`src/rtl/hkec_pkg.sv`:
```
package hkec_pkg;

    localparam int TABLE_SLOTS  = 16384;
    localparam int PROBE_LIMIT  = 64;
    localparam int COUNT_BITS   = 32;

    localparam int IDX_W        = $clog2(TABLE_SLOTS);
    localparam int PROBE_W      = $clog2(PROBE_LIMIT + 1);

    localparam int KEY_W        = 64;
    localparam int SLOT_W       = 14;
    localparam int CNT_OUT_W    = 32;
    localparam int STATUS_W     = 2;

    localparam logic [63:0] HASH_MULT    = 64'h9E37_79B9_7F4A_7C15;
    localparam int          KEY_PRESHIFT = 4;

    localparam int IN_TDATA_W   = 80;
    localparam int OUT_TDATA_W  = 176;

    localparam logic [STATUS_W-1:0] STAT_RECORDED = 2'd0;
    localparam logic [STATUS_W-1:0] STAT_ZERO_KEY = 2'd1;
    localparam logic [STATUS_W-1:0] STAT_FULL     = 2'd2;
    localparam logic [STATUS_W-1:0] STAT_READ     = 2'd3;

    typedef logic [COUNT_BITS-1:0] t_count;

    typedef struct packed {
        t_count            mm;
        t_count            hit;
        t_count            eval;
        logic [KEY_W-1:0]  key;
    } t_entry;

    localparam int ENTRY_W = $bits(t_entry);

    typedef struct packed {
        logic [STATUS_W-1:0]  status;
        logic [SLOT_W-1:0]    slot;
        logic [KEY_W-1:0]     key;
        logic [CNT_OUT_W-1:0] eval;
        logic [CNT_OUT_W-1:0] hit;
        logic [CNT_OUT_W-1:0] mm;
    } t_result;

    function automatic t_count sat_inc(input t_count v);
        return (v == {COUNT_BITS{1'b1}}) ? v : v + 1'b1;
    endfunction

    function automatic logic [OUT_TDATA_W-1:0] pack_out(input t_result r);
        logic [OUT_TDATA_W-1:0] d;
        d = '0;
        d[SLOT_W-1:0]                                  = r.slot;
        d[SLOT_W +: KEY_W]                             = r.key;
        d[SLOT_W+KEY_W +: CNT_OUT_W]                   = r.eval;
        d[SLOT_W+KEY_W+CNT_OUT_W +: CNT_OUT_W]         = r.hit;
        d[SLOT_W+KEY_W+2*CNT_OUT_W +: CNT_OUT_W]       = r.mm;
        return d;
    endfunction

endpackage

```
`src/rtl/hkec_hash.sv`:
```
module hkec_hash (
    input  logic                       i_clk,
    input  logic                       i_rst_n,
    input  logic                       i_start,
    input  logic [hkec_pkg::KEY_W-1:0] i_key,
    output logic                       o_done,
    output logic [hkec_pkg::IDX_W-1:0] o_slot
);
    import hkec_pkg::*;

    localparam logic [1:0] STEP_IDLE = 2'd0;
    localparam logic [1:0] STEP_LO   = 2'd1;
    localparam logic [1:0] STEP_MID  = 2'd2;
    localparam logic [1:0] STEP_HI   = 2'd3;

    logic [1:0]  r_step;
    logic        r_done;
    logic [31:0] r_a;
    logic [31:0] r_b;
    logic [63:0] r_acc;

    logic [63:0] w_shifted;
    logic [31:0] w_opa;
    logic [31:0] w_opb;
    logic [63:0] w_prod;

    assign w_shifted = i_key >> KEY_PRESHIFT;

    // (a + b*2^32) * (ml + mh*2^32) mod 2^64 = a*ml + ((a*mh + b*ml) << 32)
    always_comb begin
        w_opa = r_a;
        w_opb = HASH_MULT[31:0];
        case (r_step)
            STEP_MID: begin
                w_opb = HASH_MULT[63:32];
            end
            STEP_HI: begin
                w_opa = r_b;
            end
            default: begin
                w_opa = r_a;
            end
        endcase
    end

    assign w_prod = w_opa * w_opb;

    always_ff @(posedge i_clk) begin
        if (!i_rst_n) begin
            r_step <= STEP_IDLE;
            r_done <= 1'b0;
        end else begin
            r_done <= (r_step == STEP_HI);
            case (r_step)
                STEP_IDLE: if (i_start) r_step <= STEP_LO;
                STEP_LO:   r_step <= STEP_MID;
                STEP_MID:  r_step <= STEP_HI;
                STEP_HI:   r_step <= STEP_IDLE;
                default:   r_step <= STEP_IDLE;
            endcase
        end
    end

    always_ff @(posedge i_clk) begin
        case (r_step)
            STEP_IDLE: begin
                r_a <= w_shifted[31:0];
                r_b <= w_shifted[63:32];
            end
            STEP_LO: begin
                r_acc <= w_prod;
            end
            default: begin
                r_acc[63:32] <= r_acc[63:32] + w_prod[31:0];
            end
        endcase
    end

    assign o_done = r_done;
    assign o_slot = r_acc[63 -: IDX_W];

endmodule

```
`config.mk`:
```
export PLATFORM = sky130hd
export DESIGN_NAME = hkec_hash
export DESIGN_NICKNAME = d
export VERILOG_FILES = /design/src/rtl/hkec_pkg.sv /design/src/rtl/hkec_hash.sv
export SDC_FILE = /design/constraint.sdc
export NUM_CORES = 2
export LEC_CHECK = 0
export ABC_AREA = 1
export BUFFER_PORTS_ARGS = -buffer_cell sky130_fd_sc_hd__buf_2
export CORE_ASPECT_RATIO = 1.5
export CORE_MARGIN = 2
export CORE_UTILIZATION = 65
export DETAILED_ROUTE_END_ITERATION = 10
export GPL_ROUTABILITY_DRIVEN = 0
export PLACE_DENSITY = 0.82
export SLEW_MARGIN = 15
export SYNTH_ARGS = -nofsm -noshare
export SYNTH_HDL_FRONTEND = slang
export SYNTH_SLANG_ARGS = --single-unit
```
`constraint.sdc`:
```
create_clock -name i_clk -period 16.6 [get_ports i_clk]
set_input_delay 0.83 -clock i_clk [delete_from_list [all_inputs] [get_ports i_clk]]
set_output_delay 0.83 -clock i_clk [all_outputs]
set_load 0.01 [all_outputs]
```
* After elaboration in Yosys (flattened, before gate mapping)
Index checks and enable logic that the tools add are counted.
** Storage, ports and cells
- Register bits after elaboration :: 95
** Cells by class
- $add $sub $neg :: 1
- Multipliers :: 1
- Equality and inequality tests :: 4
- Mux-type cells :: 5
- Reductions and logical operators :: 1
** Operator list (count)
- multiplier 32 x 32 -> 64 bit :: 1
- 2-to-1 mux 32 bit :: 2
- one-hot mux 32 bit (2 select lines) :: 1
- adder 32 bit :: 1
- one-hot mux 2 bit (4 select lines) :: 1
- == test 2 bit (second input constant) :: 2
- == test 2 x 1 -> 1 bit (second input constant) :: 1
- zero test 2 bit :: 1
- 2-to-1 mux 2 bit :: 1
- inequality test 2 bit (second input constant) :: 1

* Longest topological paths before layout
- Depth after elaboration :: 5
- Depth in mapped cells :: 44

* Worst setup path after synthesis
Ideal clock, no wire load.
- Path type :: reg2reg
- Start :: register r_step[0]
- End :: register r_acc[60] (data pin)
- Arrival time :: 8.107 ns
- Required time :: 16.347 ns
- Path slack :: 8.240 ns
- Stages on the path, launching flop included :: 39
- Buffers on the path :: 2
- Period minus slack after synthesis :: 8.360 ns
- Cells stage by stage :: dfxtp_1 > ha_1 > buf_6 > buf_2 > o21ai_0 > inv_1 > nor2_1 > ha_1 > fa_1 > fa_1 > inv_1 > fa_1 > inv_1 > fa_1 > inv_1 > fa_1 > inv_1 > fa_1 > [3 not listed] > inv_1 > nand2_1 > nand2_1 > a21oi_1 > nand2_2 > nand2_1 > nand2_1 > xor2_1 > ha_1 > nand2_1 > nor2_1 > inv_1 > nor4_1 > nand2_2 > nand2_1 > nand2_1 > nand3_1 > nand2_1
** Between the ends
- Longest elaborated chain between the ends :: 5
- Elaborated cells between the ends (all ways) :: 9
** RTL lines
- start: declaration :: line hkec_hash.sv:16 : logic [1:0] r_step;
- start signal: assignment :: line hkec_hash.sv:50 : r_step <= STEP_IDLE;
- start signal: assignment :: line hkec_hash.sv:55 : STEP_IDLE: if (i_start) r_step <= STEP_LO;
- start signal: assignment :: line hkec_hash.sv:56 : STEP_LO: r_step <= STEP_MID;
- == test 2 bit :: line hkec_hash.sv:33 : case (r_step)
- 2-to-1 mux 32 bit :: line hkec_hash.sv:33
- multiplier 32 x 32 -> 64 bit :: line hkec_hash.sv:46 : assign w_prod = w_opa * w_opb;
- adder 32 bit :: line hkec_hash.sv:74 : r_acc[63:32] <= r_acc[63:32] + w_prod[31:0];
- one-hot mux 32 bit (2 select lines) (*) :: line hkec_hash.sv:65 : case (r_step)
- end signal: assignment :: line hkec_hash.sv:71 : r_acc <= w_prod;
- end signal: assignment :: line hkec_hash.sv:74
- end: declaration :: line hkec_hash.sv:20 : logic [63:0] r_acc;
Every way passes the cells marked *; elsewhere a longest branch is shown, timed or not.
A chain may end at the register's enable or synchronous reset.

* Final worst setup path
- Start :: register r_step[0]
- End :: register r_acc[63] (data pin)
The elaborated chain is that of the path after synthesis.

==> qor_table.md <==
| Group | Item | This run |
|---|---|---|
| route | Routed vias | 24900 |
| outcome | Outcome | completed |
| final layout | Area occupied by registers | 0.00282 mm2 |
| timing | Max Slew Vio Count | 0 |
| timing | Period minus WS final | 10.38 ns |
| worst setup path | Critical Path Slowest Stage Cell | sky130_fd_sc_hd__o21ai_0 |
| final layout | Proportion of layout cells with a drive suffix above 1 | 6.09% |
| route | DRC Markers | 0 |
| clocking | Number of sinks handled by clock tree synthesis | 95 |
| placed design | Detail Placement HPWL | 83800 um |
| flow run | Max-capacitance violation count | 0 |
| synth | Number of synthesized flops with an enable pin | 92 |
| synth | Fraction of registers with async set or reset after synthesis | 0% |
| worst setup path | Most frequent CP cell | sky130_fd_sc_hd__fa_1 |
| floorplanning | Die outline height | 275 um |
| route | Via-to-Cell Ratio | 5.75 |
| synth | Synthesized netlist cell count | 3637 |
| worst hold path | HP Class | in -> reg |
| clocking | Number of hold buffers added after CTS | 0 |
| floorplanning | Core area | 0.0484 mm2 |
| worst setup path | Crit path max fanout | 36 |
| synth | Most used DFF post-synth | sky130_fd_sc_hd__edfxtp_1 |
| clocking | Buffer depth of the longest clock path | 2 |
| timing | Hold Worst Slack | 0.608 ns |
| worst setup path | Kind of end point of the critical path | flip-flop |
| worst setup path | Path type of the worst setup path | reg -> reg |
| final layout | Relative area change from synthesis to final layout | 4.14% |
| route | Routed length on met2 | 45800 um |
| timing | Maximum achievable frequency | 96.3 MHz |
| timing | Worst slew margin relative to its limit | 29.1% |
| timing | Final setup viols | 0 |
| route | DRC marker count from the first detailed-route iteration | 2649 |
| final layout | Antenna diodes | 0 |
| floorplanning | Horizontal extent of the die | 184 um |
| synth | Synth unique cells | 51 |
| clocking | H-Tree Level Count | 3 |
| route | Total wire length after detailed routing | 96500 um |
| floorplanning | Starting density of the core | 65.5% |
| synth | Mean cell area of the mapped netlist | 8.73 um2 |
| synth | FF+latch count, synth | 95 |
| route | DRT Pass-1 Iters | 10 |
| global routing | Antenna violations before repair | 1 |
| floorplanning | Die Area | 0.0507 mm2 |
| synth | Area share of the leading cell type in the synthesized netlist | 38.1% |
| clocking | Number of post-CTS setup repair buffers | 0 |
| placed design | Post-Place Setup Slack | 6.49 ns |
| worst setup path | WP data required | 16.75 ns |
| synth | Mapped cell area | 0.0317 mm2 |
| final layout | Net count, final | 4846 |
| worst setup path | Crit-path max cell delay | 0.82 ns |
| worst setup path | Nature of the critical path startpoint | flip-flop |
| timing | Setup repair after global routing missed its margin | false |
| clocking | Clock edge transition at the registers on the reported setup and hold paths | 0.09 ns |
| clocking | Root buffer cell | sky130_fd_sc_hd__clkbuf_16 |
| route | Uppermost layer routed | met5 |
| global routing | Global-route wire length before repair | 148000 um |
| placed design | Port Buf Inserts | 77 |
| global routing | Via count of the first global-routing pass | 26400 |
| route | Antenna viol nets, final | 0 |
| timing | Actual slew at the worst max-slew pin | 1.06 ns |
| timing | Final Hold Fails | 0 |
| floorplanning | Cell Rows | 99 |
| synth | Most area-hungry cell type in the Yosys netlist | sky130_fd_sc_hd__fa_1 |
| timing | Share of the clock period used by the worst path after layout | 62.5% |
| clocking | TritonCTS clock tree | built |
| global routing | Pin count of the biggest net entering global routing | 55 |
| timing | Final clock skew | 0.0165 ns |
| synth | Cell types with the highest counts after synthesis | sky130_fd_sc_hd__inv_1 (957), sky130_fd_sc_hd__fa_1 (604), sky130_fd_sc_hd__nand2_1 (556), sky130_fd_sc_hd__ha_1 (501), sky130_fd_sc_hd__nor2_1 (229) |
| clocking | Latest clock arrival within the worst-skew pair | 0.39 ns |
| timing | Post-route setup TNS | 0 ns |
| synth | Total of warnings raised by yosys | 0 |
| route | Metal-1 WL | 31700 um |
| route | Routed len/inst | 22.3 um |
| floorplanning | Num ports | 82 |
| clocking | Cells resized by post-CTS repair | 0 |
| final layout | Area occupied by multi-input gates | 0.0249 mm2 |
| worst setup path | Crit path DAT | 10.53 ns |
| synth | Share of the yosys chip area belonging to registers | 8.89% |
| synth | Cell types with the largest area share after synthesis | sky130_fd_sc_hd__fa_1 (38%), sky130_fd_sc_hd__ha_1 (20%), sky130_fd_sc_hd__inv_1 (11%), sky130_fd_sc_hd__edfxtp_1 (8.7%), sky130_fd_sc_hd__nand2_1 (6.6%) |
| global routing | Global routing usage summed across all routing layers | 40.0% |
| route | Met3 wire length | 8160 um |
| global routing | Total congestion overflow after global routing | 0 |
| final layout | Layout filler cell count | 3662 |
| timing | Final WS setup | 6.22 ns |
| clocking | Number of CTS-inserted buffers | 9 |
| synth | Most common cell in the netlist | sky130_fd_sc_hd__inv_1 |
## registers in the layout (all words and copies together), names as in the netlist
register / flops
r_step: 2
r_a: 32
r_b: 28
r_acc: 32
o_done: 1
## placed cells by master (no fill, tap or decap), types with 2 or more instances in the layout
| cell type | instances |
|---|---|
| sky130_fd_sc_hd__a31oi_1 | 7 |
| sky130_fd_sc_hd__fa_1 | 604 |
| sky130_fd_sc_hd__ha_1 | 499 |
| sky130_fd_sc_hd__nand2_2 | 27 |
| sky130_fd_sc_hd__nor2_1 | 229 |
| sky130_fd_sc_hd__edfxtp_1 | 92 |
| sky130_fd_sc_hd__nand3_1 | 108 |
| sky130_fd_sc_hd__a21boi_0 | 2 |
| sky130_fd_sc_hd__xnor2_1 | 6 |
| sky130_fd_sc_hd__nor3_2 | 5 |
| sky130_fd_sc_hd__o21a_1 | 2 |
| sky130_fd_sc_hd__nor3_1 | 12 |
| sky130_fd_sc_hd__clkbuf_16 | 9 |
| sky130_fd_sc_hd__nand3b_1 | 14 |
| sky130_fd_sc_hd__buf_2 | 77 |
| sky130_fd_sc_hd__inv_6 | 2 |
| sky130_fd_sc_hd__o21ai_0 | 94 |
| sky130_fd_sc_hd__a21oi_2 | 3 |
| sky130_fd_sc_hd__xor2_1 | 33 |
| sky130_fd_sc_hd__dfxtp_1 | 3 |
| sky130_fd_sc_hd__a21oi_1 | 128 |
| sky130_fd_sc_hd__a21o_1 | 7 |
| sky130_fd_sc_hd__o21ai_2 | 7 |
| sky130_fd_sc_hd__buf_4 | 21 |
| sky130_fd_sc_hd__or2_2 | 18 |
| sky130_fd_sc_hd__nand2_1 | 556 |
| sky130_fd_sc_hd__conb_1 | 32 |
| sky130_fd_sc_hd__inv_2 | 10 |
| sky130_fd_sc_hd__nor4_1 | 2 |
| sky130_fd_sc_hd__o21ai_1 | 21 |
| sky130_fd_sc_hd__o21bai_1 | 21 |
| sky130_fd_sc_hd__nand4_1 | 19 |
| sky130_fd_sc_hd__nand3_2 | 8 |
| sky130_fd_sc_hd__and2_1 | 3 |
| sky130_fd_sc_hd__inv_1 | 957 |
| sky130_fd_sc_hd__nor2_2 | 17 |
| sky130_fd_sc_hd__nor4_2 | 3 |
| sky130_fd_sc_hd__nor2_4 | 2 |
## metrics by stage
| stage | instance area (um2) | utilization (%) | instances |
|---|---|---|---|
| global route | 33100 | 68.2 | 4335 |
| floorplan | 31900 | - | 3667 |
| CTS | 33100 | 68.2 | 4335 |
| finish | 33100 | 68.2 | 4335 |
| global placement | 32800 | 67.6 | 4319 |
| detailed placement | 32800 | 67.6 | 4319 |
## critical path: cells and delay by family (launching register included)
family	cells	cell delay, ns
xor+xnor	1	0.35
simple gates	5	0.88
compound gates	8	2.36
fa+ha+maj	11	5.00
buf+inv	6	1.13
flops	1	0.34
## cells by family after synthesis
group	count (synthesis)	share of synthesized area (%)
DFF	95	8.89
buffers and inverters	1070	12.9
AOI/OAI and AO/OA	298	5.24
other	2	0.0237
and+or+nand+nor	1028	14.0
xor gates and xnor gates	39	1.08
adders and majority gates	1105	57.8
## routing by layer
layer,vias up,GRT usage (%)
li1,11000,-
met1,11900,44.2
met2,1481,65.1
met3,517,7.92
met4,2,36.4
met5,-,0
## cell type report
cell class,count,area share [%]
Clock inverter,7,0.201
Tap cell,656,2.48
Timing Repair Buffer,98,1.64
Clock buffer,9,0.681
Multi-Input combinational cell,2502,75.5
Sequential cell,95,8.54
Inverter,968,11.0
## final timing paths
check                           startpoint   endpoint  slack (ns)  depth (start not counted)
worst max-delay path             r_step[0]  r_acc[63]        6.22                         31
worst min-delay path             i_key[37]     r_b[1]        0.61                          1
worst max register to register   r_step[0]  r_acc[63]        6.22                         31
worst min register to register   r_step[1]  r_step[1]        0.63                          2
Power is not shown: default switching activity piles up to over one toggle a cycle in this logic, so the estimate is an artifact.
