$ cat config.mk
export PLATFORM = sky130hd
export DESIGN_NAME = hkec_ram
export DESIGN_NICKNAME = d
export VERILOG_FILES = /design/src/rtl/hkec_ram.sv
export SDC_FILE = /design/constraint.sdc
export NUM_CORES = 1
export LEC_CHECK = 0
export BUFFER_PORTS_ARGS = -buffer_cell sky130_fd_sc_hd__buf_4
export CAP_MARGIN = 20
export CORE_MARGIN = 1.5
export CORE_UTILIZATION = 40
export CTS_CLUSTER_DIAMETER = 40
export DETAILED_ROUTE_END_ITERATION = 8
export PLACE_DENSITY = 0.52
export SYNTH_ARGS = -nofsm -noshare
export SYNTH_HDL_FRONTEND = slang
export SYNTH_SLANG_ARGS = --single-unit
$ cat constraint.sdc
create_clock -name i_clk -period 4.2 [get_ports i_clk]
set_input_delay 0.84 -clock i_clk [delete_from_list [all_inputs] [get_ports i_clk]]
set_output_delay 0.84 -clock i_clk [all_outputs]
set_load 0.1 [all_outputs]
$ cat src/rtl/hkec_ram.sv
module hkec_ram #(
    parameter int W = 8,
    parameter int D = 16
) (
    input  logic                 i_clk,
    input  logic                 i_we,
    input  logic [$clog2(D)-1:0] i_waddr,
    input  logic [W-1:0]         i_wdata,
    input  logic [$clog2(D)-1:0] i_raddr,
    output logic [W-1:0]         o_rdata
);

    logic [W-1:0] r_mem [D];
    logic [W-1:0] r_rdata;

    always_ff @(posedge i_clk) begin
        if (i_we) begin
            r_mem[i_waddr] <= i_wdata;
        end
        r_rdata <= r_mem[i_raddr];
    end

    assign o_rdata = r_rdata;

endmodule

# Yosys cells after proc, flatten, opt, wreduce, memory -nomap -nowiden
# Memory sizes are Yosys's and may differ from the RTL's. A register that Yosys moved wholly into a read port is not among the register bits.
# Index checks and enable logic that the tools add are counted.
[op_classes]
n_mux = 2
[op_table]
columns = ["cell", "n"]
rows = [
  ["2-to-1 mux 1 bit", 2],
]
[totals]
ram_bits = 128
output_inout_bits = 8
wordCells = 3
reg_bits = 0
mem_count = 1
[mem_list]
columns = ["memory", "words", "width", "rd", "rd_clocked_by_memory_dff", "wr", "line", "rtl"]
rows = [
  ["r_mem", 16, 8, 1, 1, 1, "13", "logic [W-1:0] r_mem [D];"],
]

# Logic depth before layout (Yosys ltp)
# Gate-level depths: netlist of run 1.
[logic_depth]
ltp_word = 2
ltp_mapped = 5
mapped_depth_nobuf = 3

# Worst setup path after synthesis of run 1
# OpenSTA, ideal clock, no wires.
[synth_timing]
path_kind = "input to register"
from = "in i_waddr[2]"
to = "mem r_mem[0][0], enable pin"
arrival_time_ns = 1.950
slack_ns = 1.867
path_stages = 2
setup_ns = 0.383
n_path_buf = 0
required_time_ns = 3.817
cell_sequence = "or3b_2 > nor3_1"
[synth_lines]
columns = ["item", "line", "rtl"]
rows = [
  ["from (decl)", "7", "input logic [$clog2(D)-1:0] i_waddr,"],
  ["to (decl)", "13", ""],
]
# No word-level cell before the write port.

# Final worst setup path of run 1
[layout_timing]
from = "in i_waddr[2]"
to = "mem r_mem[1][0], enable pin"
# No word-level cell before the write port.

==> impl_metrics.tcl, run 1 <==
set metrics [dict create \
    crit_arrival_ns 2.15 \
    core_um2 12600 \
    gp_congestion 0.734 \
    yosysTopAreaCellShare_pct 74.7 \
    slew_headroom_pct 30.7 \
    yosysTopAreaCell "edfxtp_1" \
    die_area_um2 13600 \
    dr.max_layer_used "met4" \
    die_h_um 116 \
    cts_sinks 136 \
    ant_nets 0 \
    internal-power_mw 2.44 \
    drcViolationCount 0 \
    p_clk_share_pct 44.0 \
    cpMaxStageDelayCell "nor2_1" \
    clock_latency_ns 0.41 \
    placed_cells 420 \
    hold-path-endpoint "o_rdata[0]$_DFF_P_" \
    worstPathMaxFanout 8 \
    p_total_mw 3.10 \
    switching_share_pct 21.5 \
    grtUsageTotal_pct 17.5 \
    reg2reg_to "o_rdata[2]$_DFF_P_" \
    drive_gt1_share_pct 26.1 \
    switchingPower_mw 0.666 \
    first_pass_iters 4 \
    dr_total_vias 2386 \
    seqPwrFrac_pct 49.2 \
    hpwl_mm 6.38 \
    via_per_inst 5.28 \
    crit_required_ns 4.23 \
    critPathCaptureType "flip-flop" \
    powerDensity_nw_per_um2 514 \
    post-cts-setup-buffer-count 0 \
    yosysUniqueCellTypes 19 \
    slew_viol_final 0 \
    path_cells "buf_4 -> or3b_2 -> nor2_1" \
    finClkSkew_ns 0.00660 \
    ir_worst_vdd_v 0.000252 \
    drtIter0Drc 193 \
    met1_length_mm 4.69 \
    hold_start "r_mem[15][0]$_DFFE_PP_" \
    holdPathStages 3 \
    gr-total-overflow 0 \
    synth_cells 229 \
    pin_count 26 \
    cts_buffers 17 \
    routed-wl-met2_mm 4.84 \
    rows 41 \
    slowest_delay_ns 0.68 \
    cts_htree_levels 4 \
    synthToLayoutAreaGrowth_pct 17.3 \
    reg2reg_from "r_mem[5][2]$_DFFE_PP_" \
    synth_fp_nets 247 \
    die_w_um 116 \
    p_leak_nw 2.00 \
    drv_cap 0 \
    tns_ns 0 \
    worstSetupPathDepth 3 \
    grt_pass1_vias 2470 \
    utilization_pct 48.0 \
    yosys_warnings 0 \
    netlist_area_um2 5150 \
    wl_per_cell_um 22.9 \
    hold_path_class "reg -> reg" \
    ys_seq_elements 136 \
    rsz0062_at_grt "no" \
    synth_area_leaders "edfxtp_1 75%, mux4_2 7.9%, mux4_1 7.1%" \
    status "finished clean" \
    max_freq_mhz 472 \
    ctsResizeCount 0 \
    grt_pass1_wl_mm 15.9 \
    crit_path_start_kind "input pin" \
    p_comb_share_pct 6.8 \
    synth_seq_area_share_pct 77.8 \
    routed_wl_mm 10.4 \
    path_buf_inv 1 \
    cts_tree "done" \
    r2r_cells 3 \
    holdBufCountCts 0 \
    io_buffers 25 \
    n_antenna_cell 0 \
    clock_tree.root_cell "clkbuf_16" \
    route.met3.wl_um 731 \
    hold_viol 0 \
    finalCritPeriodShare_pct 50.4 \
    critPathKind "in -> reg" \
    nets 285 \
    clkTransAtPathRegs_ns 0.06 \
    crit_family "simple AND/OR/NAND/NOR gates" \
    start_util_pct 41.0 \
    antenna_found_initial 0 \
    cts_buffer_depth 2 \
    grt_max_degree 33 \
    setup_viol 0 \
    fin_crit_ns 2.12 \
    worst_slew_pin_slew_ns 1.04 \
    avgSynthCellArea_um2 22.5 \
    final_cells 452 \
    ff2ff_setup_slack_ns 2.83 \
]
## cells in the mapped netlist, drive strengths merged
master,n
a22oi,16
and2,1
and2b,1
buf,7
clkdlybuf4s25,3
dfxtp,8
edfxtp,128
mux4,32
nand2,9
nand2b,2
nand3,1
nand3b,2
nor2,13
nor2b,1
nor3,4
or3b,1
## per-layer routing
metal / GRT usage [%] / vias up
met5: 0 / -
met2: 25.0 / 83
li1: - / 1046
met3: 4.62 / 12
met4: 6.83 / 0
met1: 26.0 / 1245
## area by class of cell
cell class              instances  area (um2)
clock inverters                13         111
well taps                     172         215
clock buffers                  19         433
multi-input cells              83        1060
repair buffers                 29         218
flip-flops and latches        136        4000
fillers                      1057        6530
## worst max-delay path by stage
stage	startpoint	endpoint	slack (ns)
after detailed placement	i_raddr[0]	o_rdata[2]$_DFF_P_	1.62
final	i_waddr[2]	r_mem[1][0]$_DFFE_PP_	2.08
after CTS	i_waddr[2]	r_mem[2][5]$_DFFE_PP_	2.05
after global routing	i_raddr[0]	o_rdata[2]$_DFF_P_	1.97
after global placement	i_waddr[3]	r_mem[4][2]$_DFFE_PP_	1.51
after floorplan	i_waddr[2]	r_mem[0][0]$_DFFE_PP_	1.87
## tightest hold or removal path, stage by stage (launching register included)
cell and delay [ns]:
edfxtp_1 0.31, mux4_2 0.22, a22oi_1 0.06, nand2_1 0.05
## cells in the final DEF, fill, tap and decap left out, types with 2 or more instances in the layout
cell	count
mux4_2	18
nor2_1	13
nand2_1	9
buf_4	29
nor3_1	4
clkinv_2	5
edfxtp_1	128
a22oi_1	16
clkbuf_16	17
nand3b_1	2
mux4_1	14
bufinv_16	2
nand2b_1	2
clkbuf_1	2
dfxtp_1	8
clkinv_1	5
## cell families (layout without fill, tap and decap cells)
kind of cell / Yosys count / in the layout / synth area share [%]
DFF: 136 / 136 / 77.8
muxes: 32 / 32 / 15.0
buffers and inverters: 10 / 61 / 1.68
AOI/OAI and AO/OA: 16 / 16 / 2.33
and+or+nand+nor: 35 / 35 / 3.18
## sequential cells by signal, indices dropped and copies added (netlist names)
name     count
o_rdata      8
r_mem      128
## stage by stage
step / hold WS [ns] / instance area [um2] / setup slack, ns
after floorplan: 0.629 / 5150 / 1.87
after global placement: 0.663 / 5490 / 1.51
after detailed placement: 0.674 / 5490 / 1.62
after CTS: 0.684 / 6040 / 2.05
after global routing: 0.708 / 6040 / 1.97
final: 0.671 / 6040 / 2.08
## power by group through the flow
stage                     combinational [mW]  clock, mW  sequential, mW
after floorplan                       0.0770          0            1.62
after global placement                 0.212          0            1.55
after detailed placement               0.214          0            1.56
after CTS                              0.214       1.40            1.53
after global routing                   0.225       1.45            1.53
final                                  0.210       1.37            1.53
(Power assumes the default switching activity.)
==> run 2, diff against run 1 <==
Clock period 4.2 ns to 2.2 ns, I/O delays scaled along.
==> run 2 against run 1 <==
Against the previous run:
- sequential power rose by 91%
- first-iteration DRC count fell by 24%
- hold slack got worse by 0.33 ns
- routed wire length fell by 2.9%
- critical path depth fell by 2
- critical path type is now reg -> out
- largest power group unchanged
- highest routed layer unchanged
==> impl_metrics.tcl, run 2 (synthesized netlist as in run 1, its figures left out) <==
set metrics [dict create \
    crit_family "flip-flops" \
    die_h_um 116 \
    grt_max_degree 31 \
    worstSetupPathDepth 1 \
    rsz0062_at_grt "no" \
    layout_common_cells "128 x edfxtp_1, 51 x buf_4, 18 x mux4_2" \
    ir_worst_vdd_v 0.000502 \
    path_buf_inv 1 \
    crit_arrival_ns 1.11 \
    drive_gt1_share_pct 31.8 \
    cts_sinks 136 \
    tns_ns 0 \
    cpMaxStageDelayCell "dfxtp_1" \
    largest_register_ffs 128 \
    holdPathStages 1 \
    start_util_pct 41.0 \
    slew_headroom_pct 71.8 \
    drv_cap 0 \
    core_um2 12600 \
    slew_viol_final 0 \
    ctsResizeCount 0 \
    grt_pass1_vias 2532 \
    nets 308 \
    routed_wl_mm 10.1 \
    cts_buffers 17 \
    drcViolationCount 0 \
    r2r_cells 3 \
    die_w_um 116 \
    grt_pass1_wl_mm 15.1 \
    fin_crit_ns 1.55 \
    worstPathMaxFanout 1 \
    first_pass_iters 4 \
    synthToLayoutAreaGrowth_pct 20.7 \
    clkTransAtPathRegs_ns 0.06 \
    crit_required_ns 1.76 \
    hold_path_class "in -> reg" \
    final_common_cell "edfxtp_1" \
    status "finished clean" \
    critPathCaptureType "primary output" \
    n_antenna_cell 0 \
    crit_start "o_rdata[7]$_DFF_P_" \
    gr-total-overflow 0 \
    via_per_inst 5.15 \
    antenna_found_initial 0 \
    powerDensity_nw_per_um2 942 \
    post-cts-setup-buffer-count 0 \
    path_cells "buf_4" \
    dp_slack_ns 0.222 \
    finClkSkew_ns 0.00458 \
    hpwl_mm 6.74 \
    p_leak_nw 2.13 \
    hold_viol 0 \
    gp_congestion 0.714 \
    largest_register "r_mem" \
    grtUsageTotal_pct 16.8 \
    rows 41 \
    worst_slew_pin_slew_ns 0.423 \
    ant_nets 0 \
    finalWorstSetupSlack_ns 0.652 \
    hold_start "i_wdata[0]" \
    setup_viol 0 \
    cts_tree "done" \
    clock_latency_ns 0.41 \
    cts_buffer_depth 2 \
    cts_htree_levels 4 \
    reg2reg_from "r_mem[5][3]$_DFFE_PP_" \
    slowest_delay_ns 0.38 \
    fillerInstances 1039 \
    io_buffers 25 \
    die_area_um2 13600 \
    crit_path_start_kind "flip-flop" \
    clock_tree.root_cell "clkbuf_16" \
    pin_count 26 \
    wl_per_cell_um 21.2 \
    drtIter0Drc 146 \
    finalCritPeriodShare_pct 70.3 \
    dr_total_vias 2442 \
    holdBufCountCts 0 \
    max_freq_mhz 646 \
    critPathKind "reg -> out" \
]
run 2: changes by cell type in the layout (fill, tap and decap cells not counted):
cell,change
buf_4,+22
bufinv_16,-2
clkbuf_8,+5
clkinvlp_4,-1
buf_12,+1
clkinv_1,-5
clkinv_2,-2
clkbuf_1,+4
run 2: final timing paths:
path / endpoint / slack, ns
max: o_rdata[7] / 0.65
min: r_mem[11][0]$_DFFE_PP_ / 0.34
max reg2reg: o_rdata[3]$_DFF_P_ / 0.74
min reg2reg: o_rdata[1]$_DFF_P_ / 0.67
run 2: per-stage QoR:
step	power, mW	utilization, %	cell area (um2)	std cells	hold WS [ns]
finish	5.85	49.4	6210	474	0.337
global route	6.02	49.4	6210	474	0.338
CTS	5.90	49.4	6210	474	0.320
detailed placement	3.39	45.2	5680	443	0.667
global placement	3.39	45.2	5680	443	0.653
floorplan	3.24	-	5150	229	0.539
run 2: final cells by class:
| type | count | area (um2) | share of cell area, % |
|---|---|---|---|
| flip-flops and latches | 136 | 4000 | 64.5 |
| multi-input cells | 83 | 1060 | 17.0 |
| clock buffers | 28 | 517 | 8.32 |
| repair buffers | 52 | 403 | 6.49 |
| well taps | 172 | 215 | 3.46 |
| clock inverters | 3 | 15.0 | 0.242 |
run 2: worst register-to-register path, stage by stage (launching register included):
cell,delay [ns]
edfxtp_1,0.38
mux4_1,0.57
a22oi_1,0.30
nand2_1,0.11
run 2: report_power, final:
part           switching, mW  leakage [nW]  internal (mW)
logic                  0.276         0.638          0.140
registers             0.0199          1.22           2.90
clock network          0.941         0.264           1.58
run 2: metal layers:
layer	GRT usage, %	up-vias	part of all wire (%)
met5	0	-	0
met4	8.05	0	2.0
met3	4.05	14	3.2
met2	26.2	50	48
met1	22.4	1284	46
li1	-	1094	-
==> run 3, diff against run 2 <==
Clock period 2.2 ns to 1.5 ns, I/O delays scaled along.
==> run 3 against run 2 <==
Against the previous run:
- routed wire length up 4.1%
- sequential share of layout area down 1.7 points
- clock power up 75%
- setup slack worse by 0.55 ns
- core utilization up 1.4 points
- combinational power up 53%
- critical path type is now reg -> reg
- highest routed layer unchanged
==> impl_metrics.tcl, run 3 (synthesized netlist as in run 1, its figures left out) <==
set metrics [dict create \
    status "finished clean" \
    cts_htree_levels 4 \
    synthToLayoutAreaGrowth_pct 24.0 \
    finalWorstSetupSlack_ns 0.0977 \
    pin_count 26 \
    wl_per_cell_um 21.7 \
    ir_worst_vdd_v 0.000894 \
    cts_buffer_depth 2 \
    utilization_pct 50.8 \
    slew_headroom_pct 45.2 \
    p_leak_nw 2.20 \
    dr_total_vias 2463 \
    largest_register "r_mem" \
    grtUsageTotal_pct 17.4 \
    setup_viol 0 \
    largest_register_ffs 128 \
    worstPathMaxFanout 1 \
    ctsResizeCount 0 \
    post-cts-setup-buffer-count 0 \
    clock_tree.root_cell "clkbuf_16" \
    die_w_um 116 \
    finClkSkew_ns 0.00588 \
    n_antenna_cell 0 \
    ant_nets 0 \
    p_total_mw 9.31 \
    start_util_pct 41.0 \
    grt_max_degree 21 \
    final_cells 482 \
    powerDensity_nw_per_um2 1460 \
    grt_pass1_vias 2617 \
    grt_pass1_wl_mm 16.1 \
    dp_slack_ns -0.272 \
    ff2ff_setup_slack_ns 0.1 \
    first_pass_iters 4 \
    stdcell_area_um2 6380 \
    holdBufCountCts 0 \
    fin_crit_ns 1.40 \
    core_um2 12600 \
    via_per_inst 5.11 \
    finalCritPeriodShare_pct 93.5 \
    drive_gt1_share_pct 34.5 \
    crit_path_start_kind "flip-flop" \
    slew_viol_final 0 \
    cts_tree "done" \
    io_buffers 25 \
    critPathKind "reg -> reg" \
    cts_buffers 17 \
    rows 41 \
    antenna_found_initial 0 \
    crit_arrival_ns 1.68 \
    worst_hold_slack_ns 0.205 \
    cts_sinks 136 \
    die_h_um 116 \
    die_area_um2 13600 \
    clock_latency_ns 0.40 \
    routed_wl_mm 10.5 \
    drtIter0Drc 125 \
    layout_common_cells "128 x edfxtp_1, 57 x buf_4, 18 x mux4_2" \
    hold_path_class "in -> reg" \
    gp_congestion 0.773 \
    rsz0062_at_grt "no" \
    clkTransAtPathRegs_ns 0.05 \
    crit_required_ns 1.78 \
    critPathCaptureType "flip-flop" \
    hold_viol 0 \
    worst_slew_pin_slew_ns 0.820 \
    final_common_cell "edfxtp_1" \
    hpwl_mm 6.93 \
    place_area_um2 5750 \
    tns_ns 0 \
    placed_cells 450 \
    gr-total-overflow 0 \
    max_freq_mhz 713 \
    drv_cap 0 \
    drcViolationCount 0 \
    nets 315 \
]
-- run 3: per-layer routing --
layer | share of wire (%) | routed length [um] | GRT usage [%] | up-vias
met5 | 0 | 0 | 0 | -
met4 | 1.4 | 149 | 5.12 | 0
met1 | 47 | 4920 | 24.7 | 1287
met3 | 3.5 | 365 | 4.62 | 14
li1 | - | - | - | 1108
met2 | 48 | 5040 | 26.5 | 54
-- run 3: worst max-delay path, cell delays in order, from the launching register on --
cell and delay [ns]:
edfxtp_1 0.36, mux4_1 0.50, a22oi_1 0.32, nand2_1 0.09
-- run 3: worst paths after layout --
check	start	endpoint	cells past startpoint
setup / recovery	r_mem[9][4]$_DFFE_PP_	o_rdata[4]$_DFF_P_	3
hold / removal	i_wdata[0]	r_mem[10][0]$_DFFE_PP_	1
setup reg to reg	r_mem[9][4]$_DFFE_PP_	o_rdata[4]$_DFF_P_	3
hold reg to reg	r_mem[7][3]$_DFFE_PP_	o_rdata[3]$_DFF_P_	3
-- run 3: area by class of cell --
cell class                 count  area [um2]
clock buffer                  17         425
clock inverter                15         208
fill                        1022        6190
multi-input combinational     83        1060
sequential                   136        4000
tap                          172         215
timing repair buffer          59         468
-- run 3: where the power goes --
group / switching, mW / leakage [nW] / total (mW) / internal, mW
Combinational: 0.414 / 0.675 / 0.637 / 0.223
Clock: 1.48 / 0.303 / 4.40 / 2.92
Sequential: 0.0255 / 1.22 / 4.27 / 4.25
